$ cat src/hw/rtl/ccwa_pkg.sv
// Package for the calendar clock with alarm.
// Holds the word layouts, register indexes, opcodes and counter limits.
// Used by every module in hw/rtl.
package ccwa_pkg;

  localparam int IN_DATA_W  = 40;
  localparam int IN_USER_W  = 2;
  localparam int OUT_DATA_W = 48;
  localparam int CFG_ADDR_W = 3;
  localparam int CFG_DATA_W = 6;

  localparam logic [5:0]  SEC_MAX   = 6'd59;
  localparam logic [5:0]  MIN_MAX   = 6'd59;
  localparam logic [4:0]  HOUR_MAX  = 5'd23;
  localparam logic [4:0]  DAY_MAX   = 5'd30;
  localparam logic [3:0]  MONTH_MAX = 4'd12;
  localparam logic [13:0] YEAR_MAX  = 14'd9999;

  localparam logic [3:0]  CHIME_RESET = 4'd3;
  localparam logic [3:0]  ALARM_RESET = 4'd10;

  localparam logic [CFG_ADDR_W-1:0] CFG_CLOCK_RUN      = 3'd0;
  localparam logic [CFG_ADDR_W-1:0] CFG_ALARM_SUPPRESS = 3'd1;
  localparam logic [CFG_ADDR_W-1:0] CFG_ALARM_HOUR     = 3'd2;
  localparam logic [CFG_ADDR_W-1:0] CFG_ALARM_MINUTE   = 3'd3;
  localparam logic [CFG_ADDR_W-1:0] CFG_CHIME_REPEATS  = 3'd4;
  localparam logic [CFG_ADDR_W-1:0] CFG_ALARM_REPEATS  = 3'd5;

  typedef enum logic [1:0] {
    OP_TICK       = 2'd0,
    OP_CLR_BUZZER = 2'd1,
    OP_LOAD_DATE  = 2'd2,
    OP_LOAD_TIME  = 2'd3
  } op_t;

  typedef struct packed {
    logic       clock_run;
    logic       alarm_suppress;
    logic [4:0] alarm_hour;
    logic [5:0] alarm_minute;
    logic [3:0] chime_repeats;
    logic [3:0] alarm_repeats;
  } cfg_t;

  typedef struct packed {
    op_t         opcode;
    logic [13:0] new_year;
    logic [3:0]  new_month;
    logic [4:0]  new_day;
    logic [4:0]  new_hour;
    logic [5:0]  new_minute;
  } in_item_t;

  typedef struct packed {
    logic [5:0]  second;
    logic [5:0]  minute;
    logic [4:0]  hour;
    logic [4:0]  day;
    logic [3:0]  month;
    logic [13:0] year;
    logic [3:0]  chime_left;
    logic [3:0]  alarm_left;
    logic        buzzer;
  } clk_state_t;

endpackage

$ cat src/hw/rtl/ccwa_cfg_regs.sv
// Configuration registers of the calendar clock with alarm.
// Depends on ccwa_pkg for register indexes and the cfg_t layout.
module ccwa_cfg_regs (
  input  logic                           clk,
  input  logic                           rst_n,
  input  logic                           cfg_we,
  input  logic [ccwa_pkg::CFG_ADDR_W-1:0] cfg_addr,
  input  logic [ccwa_pkg::CFG_DATA_W-1:0] cfg_wdata,
  output ccwa_pkg::cfg_t                 cfg
);

  ccwa_pkg::cfg_t cfg_r;
  ccwa_pkg::cfg_t cfg_nxt;

  always_comb begin
    cfg_nxt = cfg_r;
    if (cfg_we) begin
      case (cfg_addr)
        ccwa_pkg::CFG_CLOCK_RUN:      cfg_nxt.clock_run      = cfg_wdata[0];
        ccwa_pkg::CFG_ALARM_SUPPRESS: cfg_nxt.alarm_suppress = cfg_wdata[0];
        ccwa_pkg::CFG_ALARM_HOUR:     cfg_nxt.alarm_hour     = cfg_wdata[4:0];
        ccwa_pkg::CFG_ALARM_MINUTE:   cfg_nxt.alarm_minute   = cfg_wdata[5:0];
        ccwa_pkg::CFG_CHIME_REPEATS:  cfg_nxt.chime_repeats  = cfg_wdata[3:0];
        ccwa_pkg::CFG_ALARM_REPEATS:  cfg_nxt.alarm_repeats  = cfg_wdata[3:0];
        default:                      cfg_nxt = cfg_r;
      endcase
    end
  end

  always_ff @(posedge clk) begin
    if (!rst_n) begin
      cfg_r.clock_run      <= 1'b1;
      cfg_r.alarm_suppress <= 1'b0;
      cfg_r.alarm_hour     <= 5'd0;
      cfg_r.alarm_minute   <= 6'd0;
      cfg_r.chime_repeats  <= ccwa_pkg::CHIME_RESET;
      cfg_r.alarm_repeats  <= ccwa_pkg::ALARM_RESET;
    end else begin
      cfg_r <= cfg_nxt;
    end
  end

  assign cfg = cfg_r;

endmodule

$ cat src/hw/rtl/ccwa_in_reg.sv
// Input register of the calendar clock with alarm: holds one accepted word.
// Depends on ccwa_pkg for the word layout.
module ccwa_in_reg (
  input  logic                           clk,
  input  logic                           rst_n,
  input  logic                           in_tvalid,
  output logic                           in_tready,
  input  logic [ccwa_pkg::IN_DATA_W-1:0] in_tdata,
  input  logic [ccwa_pkg::IN_USER_W-1:0] in_tuser,
  input  logic                           take,
  output logic                           item_valid,
  output ccwa_pkg::in_item_t             item
);

  logic               vld_r;
  logic               vld_nxt;
  ccwa_pkg::in_item_t item_r;
  logic               accept;

  assign in_tready = !vld_r || take;
  assign accept    = in_tvalid && in_tready;

  always_comb begin
    vld_nxt = vld_r;
    if (accept) begin
      vld_nxt = 1'b1;
    end else if (take) begin
      vld_nxt = 1'b0;
    end
  end

  always_ff @(posedge clk) begin
    if (!rst_n) begin
      vld_r <= 1'b0;
    end else begin
      vld_r <= vld_nxt;
    end
  end

  always_ff @(posedge clk) begin
    if (accept) begin
      item_r.opcode     <= ccwa_pkg::op_t'(in_tuser[1:0]);
      item_r.new_year   <= in_tdata[13:0];
      item_r.new_month  <= in_tdata[17:14];
      item_r.new_day    <= in_tdata[22:18];
      item_r.new_hour   <= in_tdata[27:23];
      item_r.new_minute <= in_tdata[33:28];
    end
  end

  assign item_valid = vld_r;
  assign item       = item_r;

endmodule

$ cat src/hw/rtl/ccwa_update.sv
// Next-state logic of the calendar clock with alarm: time cascade, loads,
// buzzer clear, hourly chime and alarm compare. Depends on ccwa_pkg.
module ccwa_update (
  input  ccwa_pkg::in_item_t   item,
  input  ccwa_pkg::cfg_t       cfg,
  input  ccwa_pkg::clk_state_t cur,
  output ccwa_pkg::clk_state_t nxt
);

  ccwa_pkg::clk_state_t adv;
  logic                 sec_wrap;
  logic                 min_wrap;
  logic                 hour_wrap;
  logic                 day_wrap;
  logic                 month_wrap;
  logic                 alarm_hit;
  logic                 buzz_mid;

  always_comb begin
    adv        = cur;
    sec_wrap   = (cur.second == ccwa_pkg::SEC_MAX);
    min_wrap   = sec_wrap && (cur.minute == ccwa_pkg::MIN_MAX);
    hour_wrap  = min_wrap && (cur.hour == ccwa_pkg::HOUR_MAX);
    day_wrap   = hour_wrap && (cur.day == ccwa_pkg::DAY_MAX);
    month_wrap = day_wrap && (cur.month == ccwa_pkg::MONTH_MAX);

    adv.second = sec_wrap ? 6'd0 : 6'(cur.second + 6'd1);
    if (sec_wrap) begin
      adv.minute = min_wrap ? 6'd0 : 6'(cur.minute + 6'd1);
    end
    if (min_wrap) begin
      adv.hour = hour_wrap ? 5'd0 : 5'(cur.hour + 5'd1);
    end
    if (hour_wrap) begin
      adv.day = day_wrap ? 5'd1 : 5'(cur.day + 5'd1);
    end
    if (day_wrap) begin
      adv.month = month_wrap ? 4'd1 : 4'(cur.month + 4'd1);
    end
    if (month_wrap && (cur.year < ccwa_pkg::YEAR_MAX)) begin
      adv.year = 14'(cur.year + 14'd1);
    end

    // hourly chime
    if (adv.minute == 6'd0) begin
      if ((cur.chime_left != 4'd0) && !cur.buzzer) begin
        adv.buzzer     = 1'b1;
        adv.chime_left = 4'(cur.chime_left - 4'd1);
      end
    end else begin
      adv.chime_left = cfg.chime_repeats;
    end
    buzz_mid = adv.buzzer;

    // alarm compare
    alarm_hit = (adv.hour == cfg.alarm_hour) && (adv.minute == cfg.alarm_minute);
    if (!cfg.alarm_suppress) begin
      if (alarm_hit) begin
        if ((cur.alarm_left != 4'd0) && !buzz_mid) begin
          adv.buzzer     = 1'b1;
          adv.alarm_left = 4'(cur.alarm_left - 4'd1);
        end
      end else begin
        adv.alarm_left = cfg.alarm_repeats;
      end
    end
  end

  always_comb begin
    nxt = cur;
    case (item.opcode)
      ccwa_pkg::OP_TICK: begin
        if (cfg.clock_run) begin
          nxt = adv;
        end
      end
      ccwa_pkg::OP_CLR_BUZZER: begin
        nxt.buzzer = 1'b0;
      end
      ccwa_pkg::OP_LOAD_DATE: begin
        nxt.year  = (item.new_year > ccwa_pkg::YEAR_MAX) ? ccwa_pkg::YEAR_MAX
                                                          : item.new_year;
        nxt.month = (item.new_month == 4'd0) ? 4'd1
                  : ((item.new_month > ccwa_pkg::MONTH_MAX) ? ccwa_pkg::MONTH_MAX
                                                            : item.new_month);
        nxt.day   = (item.new_day == 5'd0) ? 5'd1
                  : ((item.new_day > ccwa_pkg::DAY_MAX) ? ccwa_pkg::DAY_MAX
                                                        : item.new_day);
      end
      ccwa_pkg::OP_LOAD_TIME: begin
        nxt.hour   = (item.new_hour > ccwa_pkg::HOUR_MAX) ? ccwa_pkg::HOUR_MAX
                                                          : item.new_hour;
        nxt.minute = (item.new_minute > ccwa_pkg::MIN_MAX) ? ccwa_pkg::MIN_MAX
                                                           : item.new_minute;
        nxt.second = 6'd0;
      end
      default: begin
        nxt = cur;
      end
    endcase
  end

endmodule

$ cat src/hw/rtl/calendar_clock_with_alarm.sv
// Top level of the calendar clock with alarm: input register, clock state,
// result register and configuration. Depends on ccwa_pkg, ccwa_cfg_regs,
// ccwa_in_reg and ccwa_update.
//
//  channel  direction  handshake            payload
//  in_      slave      in_tvalid/in_tready  in_tdata (40), in_tuser (2)
//  out_     master     out_tvalid/out_tready out_tdata (48)
//  cfg_     write      cfg_we               cfg_addr (3), cfg_wdata (6)
//
// One word per cycle sustained while out_tready is high; a word waits in the
// input register and its result is registered in the result register.
// Clock state updates only when the result register can take the result.
// A stalled result register holds and the input register fills, then
// in_tready drops. Synchronous active-low reset restores the start time.
module calendar_clock_with_alarm (
  input  logic                            clk,
  input  logic                            rst_n,
  input  logic                            in_tvalid,
  output logic                            in_tready,
  // new_year[13:0], new_month[17:14], new_day[22:18], new_hour[27:23],
  // new_minute[33:28], zero fill
  input  logic [ccwa_pkg::IN_DATA_W-1:0]  in_tdata,
  // opcode[1:0]
  input  logic [ccwa_pkg::IN_USER_W-1:0]  in_tuser,
  output logic                            out_tvalid,
  input  logic                            out_tready,
  // hour_now[4:0], minute_now[10:5], second_now[16:11], day_now[21:17],
  // month_now[25:22], year_now[39:26], buzzer_on[40], zero fill
  output logic [ccwa_pkg::OUT_DATA_W-1:0] out_tdata,
  input  logic                            cfg_we,
  input  logic [ccwa_pkg::CFG_ADDR_W-1:0] cfg_addr,
  input  logic [ccwa_pkg::CFG_DATA_W-1:0] cfg_wdata
);

  ccwa_pkg::cfg_t                  cfg;
  ccwa_pkg::in_item_t              item;
  logic                            item_valid;
  logic                            adv;
  ccwa_pkg::clk_state_t            tm_r;
  ccwa_pkg::clk_state_t            tm_nxt;
  logic                            out_vld_r;
  logic                            out_vld_nxt;
  logic [ccwa_pkg::OUT_DATA_W-1:0] out_data_r;

  ccwa_cfg_regs u_cfg (
    .clk       (clk),
    .rst_n     (rst_n),
    .cfg_we    (cfg_we),
    .cfg_addr  (cfg_addr),
    .cfg_wdata (cfg_wdata),
    .cfg       (cfg)
  );

  ccwa_in_reg u_in (
    .clk        (clk),
    .rst_n      (rst_n),
    .in_tvalid  (in_tvalid),
    .in_tready  (in_tready),
    .in_tdata   (in_tdata),
    .in_tuser   (in_tuser),
    .take       (adv),
    .item_valid (item_valid),
    .item       (item)
  );

  ccwa_update u_upd (
    .item (item),
    .cfg  (cfg),
    .cur  (tm_r),
    .nxt  (tm_nxt)
  );

  assign adv = item_valid && (!out_vld_r || out_tready);

  always_comb begin
    out_vld_nxt = out_vld_r;
    if (adv) begin
      out_vld_nxt = 1'b1;
    end else if (out_tready) begin
      out_vld_nxt = 1'b0;
    end
  end

  always_ff @(posedge clk) begin
    if (!rst_n) begin
      out_vld_r       <= 1'b0;
      tm_r.second     <= 6'd0;
      tm_r.minute     <= 6'd5;
      tm_r.hour       <= 5'd13;
      tm_r.day        <= 5'd14;
      tm_r.month      <= 4'd6;
      tm_r.year       <= 14'd2023;
      tm_r.chime_left <= ccwa_pkg::CHIME_RESET;
      tm_r.alarm_left <= ccwa_pkg::ALARM_RESET;
      tm_r.buzzer     <= 1'b0;
    end else begin
      out_vld_r <= out_vld_nxt;
      if (adv) begin
        tm_r <= tm_nxt;
      end
    end
  end

  always_ff @(posedge clk) begin
    if (adv) begin
      out_data_r <= {7'd0, tm_nxt.buzzer, tm_nxt.year, tm_nxt.month, tm_nxt.day,
                     tm_nxt.second, tm_nxt.minute, tm_nxt.hour};
    end
  end

  assign out_tvalid = out_vld_r;
  assign out_tdata  = out_data_r;

`ifndef SYNTHESIS
  a_time_range: assert property (@(posedge clk) disable iff (!rst_n)
    (tm_r.second <= ccwa_pkg::SEC_MAX) && (tm_r.minute <= ccwa_pkg::MIN_MAX) &&
    (tm_r.hour <= ccwa_pkg::HOUR_MAX))
    else $error("time counter out of range");

  a_date_range: assert property (@(posedge clk) disable iff (!rst_n)
    (tm_r.day != 5'd0) && (tm_r.day <= ccwa_pkg::DAY_MAX) &&
    (tm_r.month != 4'd0) && (tm_r.month <= ccwa_pkg::MONTH_MAX) &&
    (tm_r.year <= ccwa_pkg::YEAR_MAX))
    else $error("date counter out of range");

  a_buzzer_by_tick: assert property (@(posedge clk) disable iff (!rst_n)
    $rose(tm_r.buzzer) |-> $past(adv && (item.opcode == ccwa_pkg::OP_TICK)))
    else $error("buzzer set without a tick");

  a_state_holds: assert property (@(posedge clk) disable iff (!rst_n)
    !adv |=> $stable(tm_r))
    else $error("clock state changed without a word");
`endif

endmodule

$ cat config.mk
export PLATFORM = sky130hd
export DESIGN_NAME = calendar_clock_with_alarm
export DESIGN_NICKNAME = d
export VERILOG_FILES = /design/src/hw/rtl/ccwa_pkg.sv /design/src/hw/rtl/ccwa_cfg_regs.sv /design/src/hw/rtl/ccwa_in_reg.sv /design/src/hw/rtl/ccwa_update.sv /design/src/hw/rtl/calendar_clock_with_alarm.sv
export SDC_FILE = /design/constraint.sdc
export NUM_CORES = 1
export LEC_CHECK = 0
export ABC_AREA = 1
export BUFFER_PORTS_ARGS = -buffer_cell sky130_fd_sc_hd__buf_2
export CAP_MARGIN = 20
export CORE_ASPECT_RATIO = 0.9
export CORE_MARGIN = 2
export CORE_UTILIZATION = 62
export DETAILED_ROUTE_END_ITERATION = 10
export GPL_TIMING_DRIVEN = 1
export PLACE_DENSITY = 0.85
export SYNTH_ARGS = -nofsm -noshare
export SYNTH_HDL_FRONTEND = slang
export SYNTH_SLANG_ARGS = --single-unit
$ cat constraint.sdc
create_clock -name clk -period 5.1 [get_ports clk]
set_clock_uncertainty 0.2 [all_clocks]
set_input_delay 1.02 -clock clk [delete_from_list [all_inputs] [get_ports clk]]
set_output_delay 1.02 -clock clk [all_outputs]
set_load 0.02 [all_outputs]
Word-level counts from Yosys, hierarchy flattened
Cells that the tools add are included.
{"block": "totals", "out_inout_bits": 50, "in_bits": 56, "ff_bits": 149, "word_cells": 122}
{"block": "op_classes", "order_cmp": 6, "n_reduce_logical": 33, "n_mux": 33, "eq_ne": 17, "bitwise": 1, "n_addsub": 8}
{"cell": "$mux 49", "n": 1}
{"cell": "$pmux 23 s2", "n": 1}
{"cell": "$mux 5", "n": 9}
{"cell": "$pmux 17 s2", "n": 1}
{"cell": "$mux 14", "n": 2}
{"cell": "$mux 4", "n": 7}
{"cell": "$mux 6", "n": 4}
{"cell": "$add 14x1->14 const B", "n": 1}
{"cell": "$gt 14x14->1 const B", "n": 1}
{"cell": "$lt 14x14->1 const B", "n": 1}
{"cell": "$add 6x1->6 const B", "n": 2}
{"cell": "$eq 6x6->1 const B", "n": 2}
{"cell": "$reduce_and 2->1", "n": 6}
{"cell": "$add 5x1->5 const B", "n": 2}
{"cell": "$eq 5x5->1 const B", "n": 2}
{"cell": "$gt 5x5->1 const B", "n": 2}
{"cell": "$logic_and 1x1->1", "n": 10}
{"cell": "$reduce_bool 4->1", "n": 2}
{"cell": "$sub 4x1->4 const B", "n": 2}
{"cell": "$mux 1", "n": 7}
{"cell": "$eq 3x2->1 const B", "n": 2}
{"cell": "$eq 3x3->1 const B", "n": 2}
{"cell": "$eq 6x6->1", "n": 1}
{"cell": "$gt 6x6->1 const B", "n": 1}
{"cell": "other kinds (20)", "n": 27}

Logic depth before layout (Yosys ltp)
{"block": "logic_depth", "depth_word": 13, "depth_mapped": 18, "mapped_depth_nobuf": 18}

By module
Synthesis repeated with hierarchy kept, for this count alone.
{"block": "unflattened", "cells_unflattened": 1067, "hier_area_um2": 8180.3}
{"module": "calendar_clock_with_alarm", "cells_per_inst": 327, "n_inst": 1, "seq_area_each_um2": 2232.1, "area_each_um2": 3319.4}
{"module": "ccwa_update", "cells_per_inst": 566, "n_inst": 1, "seq_area_each_um2": 0.0, "area_each_um2": 2852.7}
{"module": "ccwa_in_reg", "cells_per_inst": 43, "n_inst": 1, "seq_area_each_um2": 1101.1, "area_each_um2": 1132.3}
{"module": "ccwa_cfg_regs", "cells_per_inst": 131, "n_inst": 1, "seq_area_each_um2": 420.4, "area_each_um2": 875.8}

Worst setup path after synthesis
Ideal clock, no wire load.
{"block": "synth_timing", "path_type": "input to register", "start": "input out_tready", "end": "register u_in.item_r (netlist bit u_in.item[0]), enable pin", "t_arrival_ns": 2.090, "slack_ns": 2.419, "path_stages": 4, "required_time_ns": 4.509, "setup_ns": 0.391, "n_path_buf": 0, "cell_sequence": "inv_1 > nand3_1 > nand2_1 > inv_1"}
{"block": "synth_between", "elab_chain_cells": 4}
{"item": "start, declared", "line": "calendar_clock_with_alarm.sv:26", "text": "input logic out_tready,"}
{"item": "$logic_or 1x1->1", "line": "calendar_clock_with_alarm.sv:73", "text": "assign adv = item_valid && (!out_vld_r || out_tready);"}
{"item": "$logic_and 1x1->1", "line": "calendar_clock_with_alarm.sv:73"}
{"item": "$logic_or 1x1->1", "line": "ccwa_in_reg.sv:20", "text": "assign in_tready = !vld_r || take;"}
{"item": "via in_tready", "line": "calendar_clock_with_alarm.sv:19", "text": "output logic in_tready,"}
{"item": "$logic_and 1x1->1", "line": "ccwa_in_reg.sv:21", "text": "assign accept = in_tvalid && in_tready;"}
{"item": "via u_in.accept", "line": "ccwa_in_reg.sv:18", "text": "logic accept;"}
{"item": "end, declared", "line": "ccwa_in_reg.sv:17", "text": "ccwa_pkg::in_item_t item_r;"}
The timed path passes the listed nets, and every way through them passes these cells.
A chain may end at the register's enable or synchronous reset.

==> impl_results.md <==
- Outcome: complete, no violations
- Core area: 0.0121 mm2
- Initial Utilization: 63.5%
- Buffers on Ports: 92
- Buffers & Inverters on Critical Path: 3
- Crit-path cells: inv_1 > ha_1 > inv_1 > nand2_1 > o21ai_1 > inv_1 > nand2_1 > nor2_1 > nand2_1 > a21oi_1
- Reg2reg end: tm_r[47]
- Synth area leaders: edfxtp_1 30%, dfxtp_1 19%, nand2_1 9.4%, inv_1 5.2%, o21ai_0 4.4%
- Cts repair resizes: 0
- Setup slack after layout: 1.91 ns
- Synth Area in Simple Gates: 23.4%
- Setup CP Type: reg -> reg
- Drt wl/cell: 15.3 um
- Endpoints failing setup: 0
- Max FO, Critical Path: 22
- Share of the synthesized area in the top cell type: 30.1%
- Post-route antenna net violation count: 0
- Total power: 3.09 mW
- First-pass GRT wire length: 29400 um
- Avg Inst Size Synth: 8.30 um2
- CTS tree: yes
- #FFs+latches synth: 149
- Remaining Overflow, GRT: 0
- Xor/xnor share of the synthesized area: 1.60%
- HP Start: u_cfg.cfg[3]
- Layout cells sized above 1: 15.5%
- Critical Path AT: 3.35 ns
- Ys async rst share: 0%
- FP Rows: 38
- Tot GR Track Use: 28.7%
- Cts hold-fix bufs: 0
- Initial antenna violation count: 0
- Htree depth: 4
- Post-Syn Area: 0.00767 mm2
- Min-Delay Endpoint: u_cfg.cfg[3]
- Leakage: 3.98 nW
- Register area share after synthesis: 48.9%
- Inst Count DP: 1151
- Clk root buf: clkbuf_16
- Clk sink count: 149
- Drt pass-1 iters: 8
- Hold Crit Class: reg -> reg
- CP required: 5.26 ns
- Max Cap Viol: 0
- Worst skew pair latency: 0.44 ns
- Antenna fix cells: 0
- Synth Instances: 924
- Pre-CTS setup slack: 1.90 ns
- Final cell count without fillers: 1183
- Reg clk slew, reported paths: 0.06 ns
- DP HPWL: 12600 um
- Synth Area in Compound Gates: 15.5%
- Largest family of logic cells by synthesized area: simple AND/OR/NAND/NOR gates
- R2r startpoint: u_in.item[34]
- DIE HEIGHT: 110 um
- Post-Synth Adder-Cell Area: 2.61%
- Final Slew Violations: 0
- # nets final: 1082
- Drt drc: 0
- Worst VDD drop: 0.303 mV
- Library cells used by synthesis: 53
- Crit path max-delay family: buffers and inverters
- I/O Pins: 106
- DR iter-0 viols: 868
- Hold depth: 2
- Post-synth top area cell: edfxtp_1
- Max-slew headroom: 35.1%
- EDFF count, synth: 77
- Element type at the critical path start: register
- Area Growth Syn to Fin: 15.4%
- Final period util: 62.6%
- Proportion of synthesized area in mux cells: 0.131%
- Routed vias: 6756
- Die Width: 121 um
- Final WL: 18100 um
- CP Capture Type: register
- Largest net degree at the start of global routing: 57
- R2r setup slk: 1.91 ns
- CTS Buf Count: 17
- GPL Wtd Cong: 0.963
- Setup TNS: 0 ns
- Worst path max stage delay: 0.80 ns
- Tmin final: 3.19 ns
- DIE AREA: 0.0133 mm2
- Vias in the first global route: 6167
- Pwr Density: 349 mW/mm2
- Vias per inst: 5.71
- Slew @ Worst Pin: 0.973 ns
- Clock Path Buffers: 2
- RSZ-0062 raised after global routing: false
- Reg2reg path depth: 10
- Top FF cell, synth: edfxtp_1
- Fmax achieved: 0.313 GHz
- Slowest-stage cell, CP: ha_1
- YS warnings: 0
- Final Hold Fails: 0
- # Post-CTS Setup Buffers: 0
-- routing by layer --
layer / up-vias / GRT usage (%) / part of all wire, %
met1: 3090 / 39.1 / 44
met3: 45 / 6.17 / 8.6
li1: 3300 / - / -
met4: 0 / 13.6 / 2.6
met5: - / 0 / 0
met2: 321 / 44.3 / 45
-- synthesized netlist by cell type (12+ instances only) --
cell type / number
a21oi_1: 58
a22oi_1: 12
clkbuf_1: 23
dfxtp_1: 72
edfxtp_1: 77
ha_1: 16
inv_1: 107
nand2_1: 192
nand3_1: 67
nor2_1: 77
nor3_1: 16
o211ai_1: 27
o21ai_0: 68
-- stage by stage --
step                hold WS (ns)  cell area, um2  utilization [%]
global route               0.285            8850             73.3
global placement           0.237            8230             68.1
floorplan                  0.223            7690                -
CTS                        0.254            8850             73.3
detailed placement         0.239            8230             68.1
finish                     0.252            8850             73.3
-- cell families (layout without fill, tap and decap cells) --
family                     count (synthesis)  count (layout)
DFF                                      149             149
and+or+nand+nor                          391             391
buffers and inverters                    150             243
xor gates and xnor gates                  14              14
adders and majority gates                 16              16
other                                      1               7
muxes                                      1               1
AOI/OAI and AO/OA                        202             202
-- cell type report --
type / instances / area (um2)
inverters: 113 / 424
multi-input cells: 631 / 3350
well taps: 160 / 200
flip-flops and latches: 149 / 3750
clock buffers: 21 / 470
repair buffers: 98 / 505
clock inverters: 11 / 154
fillers: 942 / 3220
-- placed cells by master, fill, tap and decap left out, types with 9 or more instances in the layout --
master     instances
a21oi_1           58
ha_1              16
nand2_1          192
clkbuf_16         17
nor3_1            16
xor2_1            11
nand4_1            9
edfxtp_1          77
o21ai_0           68
inv_1            106
buf_2             92
o211ai_1          27
a22oi_1           12
dfxtp_1           72
nand3_1           67
nor2_1            77
-- worst max-delay path by stage --
stage | from | endpoint | cells after the start
final | u_in.item[34] | tm_r[47] | 10
after global routing | u_in.item[34] | tm_r[30] | 9
after CTS | u_in.item[34] | tm_r[47] | 10
after detailed placement | out_tready | out_tdata[33] | 7
after global placement | out_tready | out_tdata[35] | 7
after floorplan | out_tready | u_in.item[0] | 4
-- tightest hold or removal path: cells and delay by family, from the launching register on --
family | cells | cell delay (ns)
DFF | 1 | 0.32
and+or+nand+nor | 2 | 0.10
-- report_power, final --
| part | total, mW | internal, mW | leakage [nW] | switching [mW] |
|---|---|---|---|---|
| sequential | 1.39 | 1.34 | 1.33 | 0.0493 |
| combinational | 0.383 | 0.121 | 2.35 | 0.261 |
| clock | 1.32 | 0.848 | 0.305 | 0.467 |
| total | 3.09 | 2.31 | 3.98 | 0.778 |
-- sequential cells by signal, summed over array words and instances, names as in the netlist --
name             cells
tm_r                49
u_in.item_valid      1
out_tdata           41
out_tvalid           1
u_in.item           36
u_cfg.cfg           21
Power figures use the tool's default switching activity.
